==> src/rtl/itf_pkg.sv <==
`timescale 1ns / 1ps
`default_nettype none
package itf_pkg;
    localparam int MAX_FIELD_DEF = 255;
    localparam int CHARS_PER_RESULT_DEF = 8;

    typedef struct packed {
        logic [63:0] value;
        logic [4:0]  radix;
        logic        signed_mode;
        logic        upper_digits;
        logic        left_justify;
        logic        force_plus;
        logic        space_sign;
        logic        alt_prefix;
        logic        upper_prefix;
        logic [7:0]  min_width;
        logic [7:0]  min_digits;
    } in_item_t;

    typedef struct packed {
        logic [63:0] chars;
        logic [3:0]  char_count;
        logic        last;
    } out_item_t;

    // Classified job handed from the front part to the back part.
    typedef struct packed {
        logic [63:0] mag;
        logic [4:0]  radix;
        logic        upper_digits;
        logic        left_justify;
        logic [1:0]  plen;
        logic [7:0]  pre0;
        logic [7:0]  pre1;
        logic [7:0]  pre2;
        logic [11:0] width;
        logic [11:0] prec;
    } job_t;

    typedef enum logic [2:0] {
        ST_IDLE,
        ST_DIV,
        ST_LPAD,
        ST_PRE,
        ST_ZERO,
        ST_DIG,
        ST_RPAD
    } back_state_t;

    localparam logic [7:0] CH_SPACE = 8'h20;
    localparam logic [7:0] CH_ZERO  = 8'h30;
    localparam logic [7:0] CH_MINUS = 8'h2d;
    localparam logic [7:0] CH_PLUS  = 8'h2b;

    function automatic logic [7:0] digit_char(input logic [3:0] d, input logic up);
        logic [7:0] c;
        if (d < 4'd10)
            c = CH_ZERO + {4'd0, d};
        else
            c = (up ? 8'h41 : 8'h61) + {4'd0, d} - 8'd10;
        return c;
    endfunction
endpackage
`default_nettype wire

==> src/rtl/itf_front.sv <==
`timescale 1ns / 1ps
`default_nettype none
module itf_front
    import itf_pkg::*;
#(
    parameter int MAX_FIELD = MAX_FIELD_DEF
)(
    input  wire logic     clk,
    input  wire logic     rst_n,
    input  wire in_item_t in_data,
    input  wire logic     in_valid,
    output logic          in_ready,
    output job_t          job,
    output logic          job_valid,
    input  wire logic     job_ready
);
    localparam logic [11:0] MaxF = 12'(MAX_FIELD);

    logic   [1:0]  cnt_reg, cnt_next;
    job_t          q_reg [2];
    logic          wr_ptr_reg, rd_ptr_reg;
    job_t          cls;
    logic          base_ok, neg, alt_ok, push, pop;
    logic   [1:0]  p;
    logic   [7:0]  pc [3];
    logic   [7:0]  letter;

    always_comb
    begin
        base_ok = (in_data.radix >= 5'd2) && (in_data.radix <= 5'd16);
        neg = in_data.signed_mode && in_data.value[63];
        cls.mag = neg ? (64'd0 - in_data.value) : in_data.value;
        cls.radix = in_data.radix;
        cls.upper_digits = in_data.upper_digits;
        cls.left_justify = in_data.left_justify;
        p = 2'd0;
        pc[0] = CH_SPACE;
        pc[1] = CH_SPACE;
        pc[2] = CH_SPACE;
        if (neg || in_data.force_plus || in_data.space_sign)
        begin
            pc[0] = neg ? CH_MINUS : (in_data.force_plus ? CH_PLUS : CH_SPACE);
            p = 2'd1;
        end
        alt_ok = in_data.alt_prefix && (in_data.radix == 5'd2 || in_data.radix == 5'd8
                 || in_data.radix == 5'd16);
        if (in_data.radix == 5'd2)
            letter = in_data.upper_prefix ? 8'h42 : 8'h62;
        else if (in_data.radix == 5'd8)
            letter = in_data.upper_prefix ? 8'h4f : 8'h6f;
        else
            letter = in_data.upper_prefix ? 8'h58 : 8'h78;
        if (alt_ok)
        begin
            pc[p] = CH_ZERO;
            pc[2'(p + 2'd1)] = letter;
            p = p + 2'd2;
        end
        cls.plen = p;
        cls.pre0 = pc[0];
        cls.pre1 = pc[1];
        cls.pre2 = pc[2];
        cls.width = ({4'd0, in_data.min_width} > MaxF) ? MaxF : {4'd0, in_data.min_width};
        cls.prec = ({4'd0, in_data.min_digits} > MaxF) ? MaxF : {4'd0, in_data.min_digits};
    end

    assign in_ready  = (cnt_reg != 2'd2);
    assign job_valid = (cnt_reg != 2'd0);
    assign job       = q_reg[rd_ptr_reg];
    assign push      = in_valid && in_ready && base_ok;
    assign pop       = job_valid && job_ready;

    always_comb
    begin
        cnt_next = cnt_reg;
        if (push && !pop)
            cnt_next = cnt_reg + 2'd1;
        else if (pop && !push)
            cnt_next = cnt_reg - 2'd1;
    end

    always_ff @(posedge clk or negedge rst_n)
    begin
        if (!rst_n)
        begin
            cnt_reg <= 2'd0;
            wr_ptr_reg <= 1'b0;
            rd_ptr_reg <= 1'b0;
        end
        else
        begin
            cnt_reg <= cnt_next;
            if (push)
                wr_ptr_reg <= ~wr_ptr_reg;
            if (pop)
                rd_ptr_reg <= ~rd_ptr_reg;
        end
    end

    always_ff @(posedge clk)
    begin
        if (push)
            q_reg[wr_ptr_reg] <= cls;
    end
endmodule
`default_nettype wire

==> src/rtl/itf_back.sv <==
`timescale 1ns / 1ps
`default_nettype none
module itf_back
    import itf_pkg::*;
#(
    parameter int CHARS_PER_RESULT = CHARS_PER_RESULT_DEF
)(
    input  wire logic  clk,
    input  wire logic  rst_n,
    input  wire job_t  job,
    input  wire logic  job_valid,
    output logic       job_ready,
    output out_item_t  out_data,
    output logic       out_valid,
    input  wire logic  out_ready
);
    localparam int CW = $clog2(CHARS_PER_RESULT + 1);

    back_state_t   state_reg, state_next;
    job_t          j_reg;
    logic [63:0]   quo_reg, rem_reg;
    logic [6:0]    bit_reg;
    logic [255:0]  dig_reg;
    logic [6:0]    ndig_reg;
    logic [11:0]   cnt_reg;
    logic [63:0]   acc_reg;
    logic [CW-1:0] fill_reg;
    out_item_t     out_reg;
    logic          out_valid_reg;

    logic [64:0]   rshift;
    logic          rge;
    logic [11:0]   ndig12, body, pad;
    logic          emit, fin, last_ch, word_done, stall;
    logic [7:0]    ch;
    logic [1:0]    pidx;
    logic [63:0]   word;

    assign rshift    = {rem_reg, quo_reg[63]};
    assign rge       = rshift >= {60'd0, j_reg.radix};
    assign ndig12    = {5'd0, ndig_reg};
    assign body      = {10'd0, j_reg.plen} + ((j_reg.prec > ndig12) ? j_reg.prec : ndig12);
    assign pad       = (j_reg.width > body) ? j_reg.width - body : 12'd0;
    assign job_ready = (state_reg == ST_IDLE);
    assign out_data  = out_reg;
    assign out_valid = out_valid_reg;
    assign pidx      = cnt_reg[1:0];

    always_comb
    begin
        state_next = state_reg;
        emit = 1'b0;
        last_ch = 1'b0;
        ch = CH_SPACE;
        unique case (state_reg)
            ST_IDLE:
                if (job_valid)
                    state_next = ST_DIV;
            ST_DIV:
                if (bit_reg == 7'd0 && quo_reg == 64'd0)
                    state_next = ST_LPAD;
            ST_LPAD:
            begin
                if (!j_reg.left_justify && cnt_reg < pad)
                    emit = 1'b1;
                else
                    state_next = ST_PRE;
            end
            ST_PRE:
            begin
                if (cnt_reg < {10'd0, j_reg.plen})
                begin
                    emit = 1'b1;
                    ch = (pidx == 2'd0) ? j_reg.pre0 : ((pidx == 2'd1) ? j_reg.pre1 : j_reg.pre2);
                end
                else
                    state_next = ST_ZERO;
            end
            ST_ZERO:
            begin
                if (cnt_reg + ndig12 < j_reg.prec)
                begin
                    emit = 1'b1;
                    ch = CH_ZERO;
                end
                else
                    state_next = ST_DIG;
            end
            ST_DIG:
            begin
                emit = 1'b1;
                ch = digit_char(dig_reg[255:252], j_reg.upper_digits);
                if (cnt_reg[6:0] == ndig_reg - 7'd1)
                begin
                    if (j_reg.left_justify && pad != 12'd0)
                        state_next = ST_RPAD;
                    else
                    begin
                        last_ch = 1'b1;
                        state_next = ST_IDLE;
                    end
                end
            end
            ST_RPAD:
            begin
                emit = 1'b1;
                if (cnt_reg == pad - 12'd1)
                begin
                    last_ch = 1'b1;
                    state_next = ST_IDLE;
                end
            end
            default:
                state_next = ST_IDLE;
        endcase
        word_done = last_ch || (fill_reg == CW'(CHARS_PER_RESULT - 1));
        stall = emit && word_done && out_valid_reg && !out_ready;
        fin = emit && !stall;
        if (stall)
            state_next = state_reg;
        word = acc_reg;
        word[8*fill_reg +: 8] = ch;
    end

    always_ff @(posedge clk or negedge rst_n)
    begin
        if (!rst_n)
        begin
            state_reg <= ST_IDLE;
            out_valid_reg <= 1'b0;
            fill_reg <= '0;
        end
        else
        begin
            if (fin && word_done)
                out_valid_reg <= 1'b1;
            else if (out_valid_reg && out_ready)
                out_valid_reg <= 1'b0;
            if (fin)
            begin
                if (word_done)
                    fill_reg <= '0;
                else
                    fill_reg <= fill_reg + CW'(1);
            end
            state_reg <= state_next;
        end
    end

    always_ff @(posedge clk)
    begin
        if (fin && word_done)
        begin
            out_reg.chars <= word;
            out_reg.char_count <= 4'(fill_reg) + 4'd1;
            out_reg.last <= last_ch;
        end
        if (state_reg == ST_IDLE || (fin && word_done))
            acc_reg <= 64'd0;
        else if (fin)
            acc_reg <= word;
        if (state_reg == ST_IDLE)
        begin
            j_reg <= job;
            quo_reg <= job.mag;
            rem_reg <= 64'd0;
            bit_reg <= 7'd64;
            ndig_reg <= 7'd0;
        end
        else if (state_reg == ST_DIV)
        begin
            if (bit_reg != 7'd0)
            begin
                quo_reg <= {quo_reg[62:0], rge};
                rem_reg <= rge ? 64'(rshift - {60'd0, j_reg.radix}) : rshift[63:0];
                bit_reg <= bit_reg - 7'd1;
            end
            else
            begin
                dig_reg <= {rem_reg[3:0], dig_reg[255:4]};
                ndig_reg <= ndig_reg + 7'd1;
                rem_reg <= 64'd0;
                bit_reg <= 7'd64;
            end
            cnt_reg <= 12'd0;
        end
        else if (!stall)
        begin
            if (state_next != state_reg)
                cnt_reg <= 12'd0;
            else if (emit)
                cnt_reg <= cnt_reg + 12'd1;
            if (fin && state_reg == ST_DIG)
                dig_reg <= {dig_reg[251:0], 4'd0};
        end
    end
endmodule
`default_nettype wire

==> src/rtl/integer_to_text_formatter.sv <==
`timescale 1ns / 1ps
`default_nettype none
// A serial shift-subtract divider first extracts the digits; the characters are then emitted, stalling on out_ready.
// Each number is formatted in full before the back end takes the next one, so the serial divider bounds throughput.
// A two-entry queue lets the next number be classified while text is still being emitted.
// Reset: asynchronous, active low; clears the queue, state machine and output valid.
module integer_to_text_formatter
    import itf_pkg::*;
#(
    parameter int MAX_FIELD = MAX_FIELD_DEF,
    parameter int CHARS_PER_RESULT = CHARS_PER_RESULT_DEF
)(
    input  wire logic     clk,
    input  wire logic     rst_n,
    input  wire in_item_t in_data,
    input  wire logic     in_valid,
    output logic          in_ready,
    output out_item_t     out_data,
    output logic          out_valid,
    input  wire logic     out_ready
);
    job_t job;
    logic job_valid, job_ready;

    itf_front #(.MAX_FIELD(MAX_FIELD)) u_front (
        .clk(clk), .rst_n(rst_n), .in_data(in_data), .in_valid(in_valid),
        .in_ready(in_ready), .job(job), .job_valid(job_valid), .job_ready(job_ready)
    );

    itf_back #(.CHARS_PER_RESULT(CHARS_PER_RESULT)) u_back (
        .clk(clk), .rst_n(rst_n), .job(job), .job_valid(job_valid), .job_ready(job_ready),
        .out_data(out_data), .out_valid(out_valid), .out_ready(out_ready)
    );
endmodule
`default_nettype wire
==> config.mk <==
export PLATFORM = sky130hd
export DESIGN_NAME = integer_to_text_formatter
export DESIGN_NICKNAME = d
export VERILOG_FILES = /design/src/rtl/itf_pkg.sv /design/src/rtl/itf_front.sv /design/src/rtl/itf_back.sv /design/src/rtl/integer_to_text_formatter.sv
export SDC_FILE = /design/constraint.sdc
export NUM_CORES = 2
export LEC_CHECK = 0
export BUFFER_PORTS_ARGS = -buffer_cell sky130_fd_sc_hd__buf_4
export CORE_MARGIN = 3
export CORE_UTILIZATION = 47
export DETAILED_ROUTE_END_ITERATION = 6
export PLACE_DENSITY = 0.73
export SETUP_SLACK_MARGIN = 0.3
export SYNTH_ARGS = -nofsm -noshare
export SYNTH_HDL_FRONTEND = slang
export SYNTH_SLANG_ARGS = --single-unit
==> constraint.sdc <==
create_clock -name clk -period 26.4 [get_ports clk]
set_input_delay 5.28 -clock clk [delete_from_list [all_inputs] [get_ports clk]]
set_output_delay 5.28 -clock clk [all_outputs]
set_load 0.05 [all_outputs]
-- After elaboration in Yosys (flattened, before gate mapping)
Memory sizes are Yosys's and may differ from the RTL's.
Index checks and enable logic that the tools add are counted.
- memories: 1
- logic and storage cells: 200
- output and inout bits: 71
- register bits: 612
- bits in writable memories: 226
- memory list (name ; depth ; bits a word ; read ports ; clocked after memory_dff ; write ports ; line ; RTL):
    u_front.q_reg ; 2 ; 113 ; 1 ; 0 ; 1 ; itf_front.sv:20 ; job_t q_reg [2];
- magnitude comparators: 13
- eq/ne operators: 17
- reductions and logical operators: 49
- multiplexer cells: 65
- shift-type cells: 2
- bitwise gates (word level): 9
- $add $sub $neg: 19
- operator list (cell ; number):
    256-bit two-way mux ; 4
    64-bit two-way mux ; 6
    8-bit two-way mux ; 10
    65-bit by 5-bit greater-or-equal comparator with 1-bit output ; 1
    64-bit bitwise mux ; 1
    64-bit logical NOT ; 1
    8-bit by 34-bit variable shift with 64-bit output, first input constant ; 1
    8-bit by 34-bit variable part select with 64-bit output ; 1
    1-bit by 64-bit subtractor with 64-bit output, first input constant ; 1
    64-bit by 5-bit subtractor with 64-bit output ; 1
    12-bit two-way mux ; 5
    7-bit negator with 34-bit output ; 1
    8-bit demux with 2-bit select ; 2
    3-bit two-way mux ; 9
    24-bit bitwise mux ; 1
    12-bit < comparator ; 2
    24-bit two-way mux ; 1
    6-bit two-way mux ; 4
    8-bit one-hot mux with 3 select lines ; 1
    3-bit one-hot mux with 7 select lines ; 1
    1-bit logical AND ; 20
    18-bit bitwise AND ; 1
    18-bit NOT ; 1
    7-bit by 1-bit subtractor with 7-bit output, second input constant ; 2
    other kinds (58) ; 96

-- Logic depth before layout (Yosys ltp)
- depth after elaboration: 20
- depth in mapped cells: 38
- gate-level depth less buffers: 34

-- Cells and area by module
A second synthesis with hierarchy kept.
- cell total of the unflattened synthesis: 3474
- area, all modules: 38957.4 µm²
- by module, submodules not included (module ; cells an instance ; area each (µm²) ; instances):
    itf_back ; 2837 ; 29432.0 ; 1
    itf_front ; 637 ; 9525.4 ; 1

-- Worst setup path after synthesis
No wires, ideal clock.
- path kind: reg2reg
- start: register u_back.ndig_reg[1]
- end: register u_back.dig_reg[0], enable pin
- library setup time: 1.227 ns
- setup slack: 0.434 ns
- buffers on the path: 4
- cell stages (with the launch flop): 37
- data required time: 25.173 ns
- clock period less this slack: 25.966 ns
- arrival: 24.739 ns
- cells stage by stage: dfxtp_1 > inv_1 > ha_1 > nor2b_1 > o211ai_1 > a21oi_1 > o21ai_1 > clkbuf_1 > nand2_1 > o21ai_0 > ha_1 > inv_1 > fa_1 > or3_1 > nor2_1 > xnor2_1 > mux2i_1 > ha_1 > clkbuf_1 > o21ai_0 > nand2b_1 > a21oi_1 > or3_1 > or3_1 > ha_1 > nor2b_1 > o21a_1 > o21a_1 > o211ai_1 > a21oi_1 > o21ai_0 > a32o_1 > o21ai_0 > a31o_2 > buf_2 > buf_2 > o21ai_0
- longest elaborated chain between the ends: 19
- elaborated cells between the ends (all ways): 33
- classes of those cells: add/sub: 5; order compare: 4; eq/ne: 3; mux: 9; reduce/logical: 12
- ends and longest elaborated chain (element ; line ; RTL):
    start: declaration ; itf_back.sv:24 ; logic [6:0] ndig_reg;
    start signal: assignment ; itf_back.sv:181 ; ndig_reg <= ndig_reg + 7'd1;
    branches (longest 18 deep; another with 12-bit by 7-bit > comparator with 1-bit output) ; n/a ;
    4-bit AND reduction (no line) * ; n/a ;
    end signal: assignment ; itf_back.sv:180 ; dig_reg <= {rem_reg[3:0], dig_reg[255:4]};
    end signal: assignment ; itf_back.sv:194 ; dig_reg <= {dig_reg[251:0], 4'd0};
    end: declaration ; itf_back.sv:23 ; logic [255:0] dig_reg;
Mark *: on every way between the ends.
A chain may end at the register's enable or synchronous reset.

-- Worst setup path after layout
- start: register u_back.ndig_reg[1]
- end: register u_back.dig_reg[45], enable pin
The elaborated chain is that of the path after synthesis.

==> results by group <==
Placed design
  – Post-Place Cell Area: 39100 um2
  – Routability Congestion: between 0.8 and 0.9
  – Placed wire-length estimate: 49400 um
  – Input/output buffers: approximately 170

Setup path
  – Library cell appearing most often on the critical path: sky130_fd_sc_hd__o21ai_0
  – Element type at the critical path end: flop
  – Type of origin of the critical path: flop
  – RR Endpoint: u_back.dig_reg[45]
  – Kind of cell adding the most delay to the critical path: compound AO/OA/AOI/OAI gates
  – Crit path arrival time: roughly 12 ns
  – Critical path class: reg2reg
  – Required time of the worst setup path: around 27 ns
  – Number of cell instances on the worst register-to-register path: 34
  – Bufs and invs on worst path: 5
  – Delay of the slowest critical-path stage: between 0.9 and 1 ns
  – Reg-to-reg setup timing slack: approximately 15 ns
  – Worst R2R Start: u_back.ndig_reg[1]
  – Slowest CP cell: sky130_fd_sc_hd__buf_4
  – CP max FO: 88

Synth
  – Count of flip-flops with a built-in enable after synthesis: 649
  – Mean instance size in the synthesized netlist: roughly 11 um2
  – Fraction of post-synthesis cell area in the top cell type by area: 0.527
  – Distinct cell type count after synthesis: 85
  – Synthesized instance count: around 3400
  – Top cell type by total area after synthesis: sky130_fd_sc_hd__edfxtp_1
  – Count of synthesis-stage warnings from yosys: 0
  – Synthesized flop and latch total: 803
  – Most instantiated flip-flop cell in the synthesis netlist: sky130_fd_sc_hd__edfxtp_1
  – Most frequently used cell type in the post-synthesis netlist: sky130_fd_sc_hd__nand2_1
  – Part of the Yosys area used for sequential elements: 0.612
  – Netlist area before placement: 37000 um2
  – Most numerous cell types in the synthesized netlist: 1024 x sky130_fd_sc_hd__nand2_1, 649 x sky130_fd_sc_hd__edfxtp_1, 201 x sky130_fd_sc_hd__o21ai_0, 146 x sky130_fd_sc_hd__nor2_1, 143 x sky130_fd_sc_hd__clkbuf_1
  – Largest cells by area after synthesis: sky130_fd_sc_hd__edfxtp_1 53%, sky130_fd_sc_hd__nand2_1 10%, sky130_fd_sc_hd__dfxtp_1 7.7%, sky130_fd_sc_hd__xnor2_1 2.8%, sky130_fd_sc_hd__o21ai_0 2.7%
  – Fraction of registers with async set/reset: 0.0149

Clock network
  – TritonCTS Buffers: 84
  – Sink Count: ~800
  – TritonCTS clock tree: yes
  – Clock network latency to the later pin of the worst-skew pair: between 0.6 and 0.7 ns
  – Clk buf depth: 3
  – CTS Hold Bufs: 0
  – PostCTS Resize Cnt: 0
  – Post-CTS clock slew at the launch and capture registers of the worst setup and hold paths: around 0.06 ns
  – Post-CTS setup repair buffer count: 0
  – Root buffer cell: sky130_fd_sc_hd__clkbuf_16
  – # H-tree levels: 3

Finish
  – Area growth from synthesis to layout: 13.2%
  – Layout cells sized above 1: 0.110
  – Max FFs per register: about 260
  – Total number of nets in the final design: about 3700
  – Share of the core filled with cells: 0.538
  – Final standard cell area without fillers: 41800 um2

Floorplanning
  – Die height: about 290 um
  – DIE AREA: between 80000 and 90000 um2
  – Initial core utilization: 0.475
  – Number of top-level pins: between 150 and 200
  – Placeable Area: between 70000 and 80000 um2
  – Die Wd: approximately 290 um
  – Row count: about 100

Timing
  – RSZ-0062 raised after global routing: no
  – Final Hold Violating Endpoints: 0
  – Total setup violations reported at the end of the flow: 0
  – Clock skew after layout: roughly 0.043 ns
  – Final cycle utilization of the critical path: 0.447
  – Maximum clock frequency: 0.0847 GHz
  – Tightest slew margin relative to the limit: 0.252
  – Final TNS setup: 0 ns
  – Minimum period implied by the final worst setup slack: 11.81 ns
  – Transition time at the pin with the least slew margin: about 1.1 ns
  – Total count of max-transition violations in the final report: 0

Hold path
  – Kind of path behind the tightest hold check: reg2reg
  – Hold depth: 2
  – Hold Path End: u_back.acc_reg[63]
  – Worst hold path startpoint: u_back.acc_reg[63]

Route
  – WL per Instance: around 16 um
  – Antenna violation net count after detailed routing: 0
  – Detailed Route WL: approximately 76000 um
  – Drt pass-1 iters: 5
  – Ratio of routed vias to standard cells: around 5.3
  – Total via count in the routed design: around 25000
  – DRC violation total after the first TritonRoute iteration: just under 2000
  – Number of DRC violations after detailed routing: 0

Global routing
  – Number of antenna violations at the first check in global routing: 5
  – Via count of the first global-routing pass: between 20000 and 25000
  – Maximum number of pins on one net before global-route repair: about 110
  – Tot GR Track Use: 0.185
  – Global-route wire length before repair: 124000 um
  – Residual overflow from global routing: 0

Power
  – Part of the power in combinational logic: 0.133
  – Proportion of power drawn by the clock network: 0.357
  – Maximum ir drop on the vdd rail: 46.5 uV
  – Leakage power total: 16.3 nW
  – Switching component of the power: around 0.00087 W
  – Pint: between 0.002 and 0.0025 W
  – Switching share of power: 0.263
  – Pwr Density: 79.1 nW/um2
  – Relative contribution of sequential cells to total power: 0.511
  – Total chip power: between 0.003 and 0.004 W

Run
  – Number of maximum-capacitance violations: 0

Outcome
  – Status: completed
metal layers:
| layer | vias to the layer above | part of all wire | global-route usage |
|---|---|---|---|
| li1 | 12300 | - | - |
| met1 | 11800 | 0.46 | 0.257 |
| met5 | - | 0.00066 | 0 |
| met4 | 8 | 0.029 | 0.0601 |
| met2 | 510 | 0.46 | 0.293 |
| met3 | 146 | 0.050 | 0.0356 |
layout make-up:
cell class                      instances  area [um2]
Fill cell                            6699       35900
Sequential cell                       803       22600
Timing Repair Buffer                  190        1430
Inverter                               67         251
Multi-Input combinational cell       2381       13400
Clock inverter                         46         523
Tap cell                             1040        1300
Clock buffer                          107        2240
Antenna cell                            1        2.50
cell families after synthesis:
logic type / after synthesis / share of synthesized area
compound gates: 463 / 0.0785
xor+xnor: 183 / 0.0434
fa+ha+maj: 66 / 0.0232
buf+inv: 238 / 0.0258
flops: 803 / 0.612
mux: 124 / 0.0353
other cells: 1 / 0.000101
simple gates: 1543 / 0.181
cells in the final DEF, fill, tap and decap left out, types with 24 or more instances in the layout:
| cell | netlist | routed |
|---|---|---|
| sky130_fd_sc_hd__nand4_1 | 29 | 29 |
| sky130_fd_sc_hd__inv_1 | 65 | 65 |
| sky130_fd_sc_hd__edfxtp_1 | 649 | 649 |
| sky130_fd_sc_hd__dfxtp_1 | 142 | 142 |
| sky130_fd_sc_hd__clkbuf_16 | 0 | 85 |
| sky130_fd_sc_hd__o21ai_0 | 201 | 200 |
| sky130_fd_sc_hd__o31ai_1 | 26 | 26 |
| sky130_fd_sc_hd__mux2_2 | 50 | 50 |
| sky130_fd_sc_hd__nand3_1 | 59 | 59 |
| sky130_fd_sc_hd__a22o_1 | 34 | 34 |
| sky130_fd_sc_hd__nor2_1 | 146 | 144 |
| sky130_fd_sc_hd__mux2i_1 | 74 | 74 |
| sky130_fd_sc_hd__nor3_1 | 78 | 77 |
| sky130_fd_sc_hd__xnor2_1 | 117 | 117 |
| sky130_fd_sc_hd__ha_1 | 62 | 62 |
| sky130_fd_sc_hd__a21oi_1 | 70 | 70 |
| sky130_fd_sc_hd__nand2_1 | 1024 | 1022 |
| sky130_fd_sc_hd__nor4_1 | 37 | 37 |
| sky130_fd_sc_hd__or3_1 | 29 | 28 |
| sky130_fd_sc_hd__buf_4 | 4 | 190 |
| sky130_fd_sc_hd__xor2_1 | 66 | 66 |
| sky130_fd_sc_hd__and2_1 | 25 | 24 |
metrics by stage:
stage          hold slack, ns  instances  setup WS [ns]
3_3_place_gp            0.431       4481          14.72
3_5_place_dp            0.436       4481          14.64
5_1_grt                 0.473       4634          13.40
2_1_floorplan           0.418       3422          0.434
6_report                0.448       4635          14.59
4_1_cts                 0.446       4634          14.59
power groups by stage:
stage	clock network, W	logic, W	registers [W]
floorplan	0	0.000360	0.00168
global placement	0	0.000431	0.00171
detailed placement	0	0.000439	0.00171
CTS	0.00121	0.000443	0.00169
global route	0.00126	0.000500	0.00171
finish	0.00118	0.000438	0.00169
worst max path at each step:
stage,start,to,slack [ns],cells past startpoint
floorplan,u_back.ndig_reg[1],u_back.dig_reg[0],0.43,36
global placement,u_back.ndig_reg[1],u_back.dig_reg[20],14.72,34
detailed placement,u_back.ndig_reg[1],u_back.dig_reg[16],14.64,34
CTS,u_back.ndig_reg[1],u_back.dig_reg[33],14.59,34
global route,u_back.ndig_reg[1],u_back.dig_reg[38],13.40,34
finish,u_back.ndig_reg[1],u_back.dig_reg[45],14.59,34
worst register-to-register path: cells and delay by family (launching register included):
kind	cells	cell delay (ns)
compound gates	16	3.90
buf+inv	5	3.02
simple gates	7	2.11
fa+ha+maj	5	1.70
flops	1	0.49
xor+xnor	1	0.15
(Power assumes the default switching activity.)
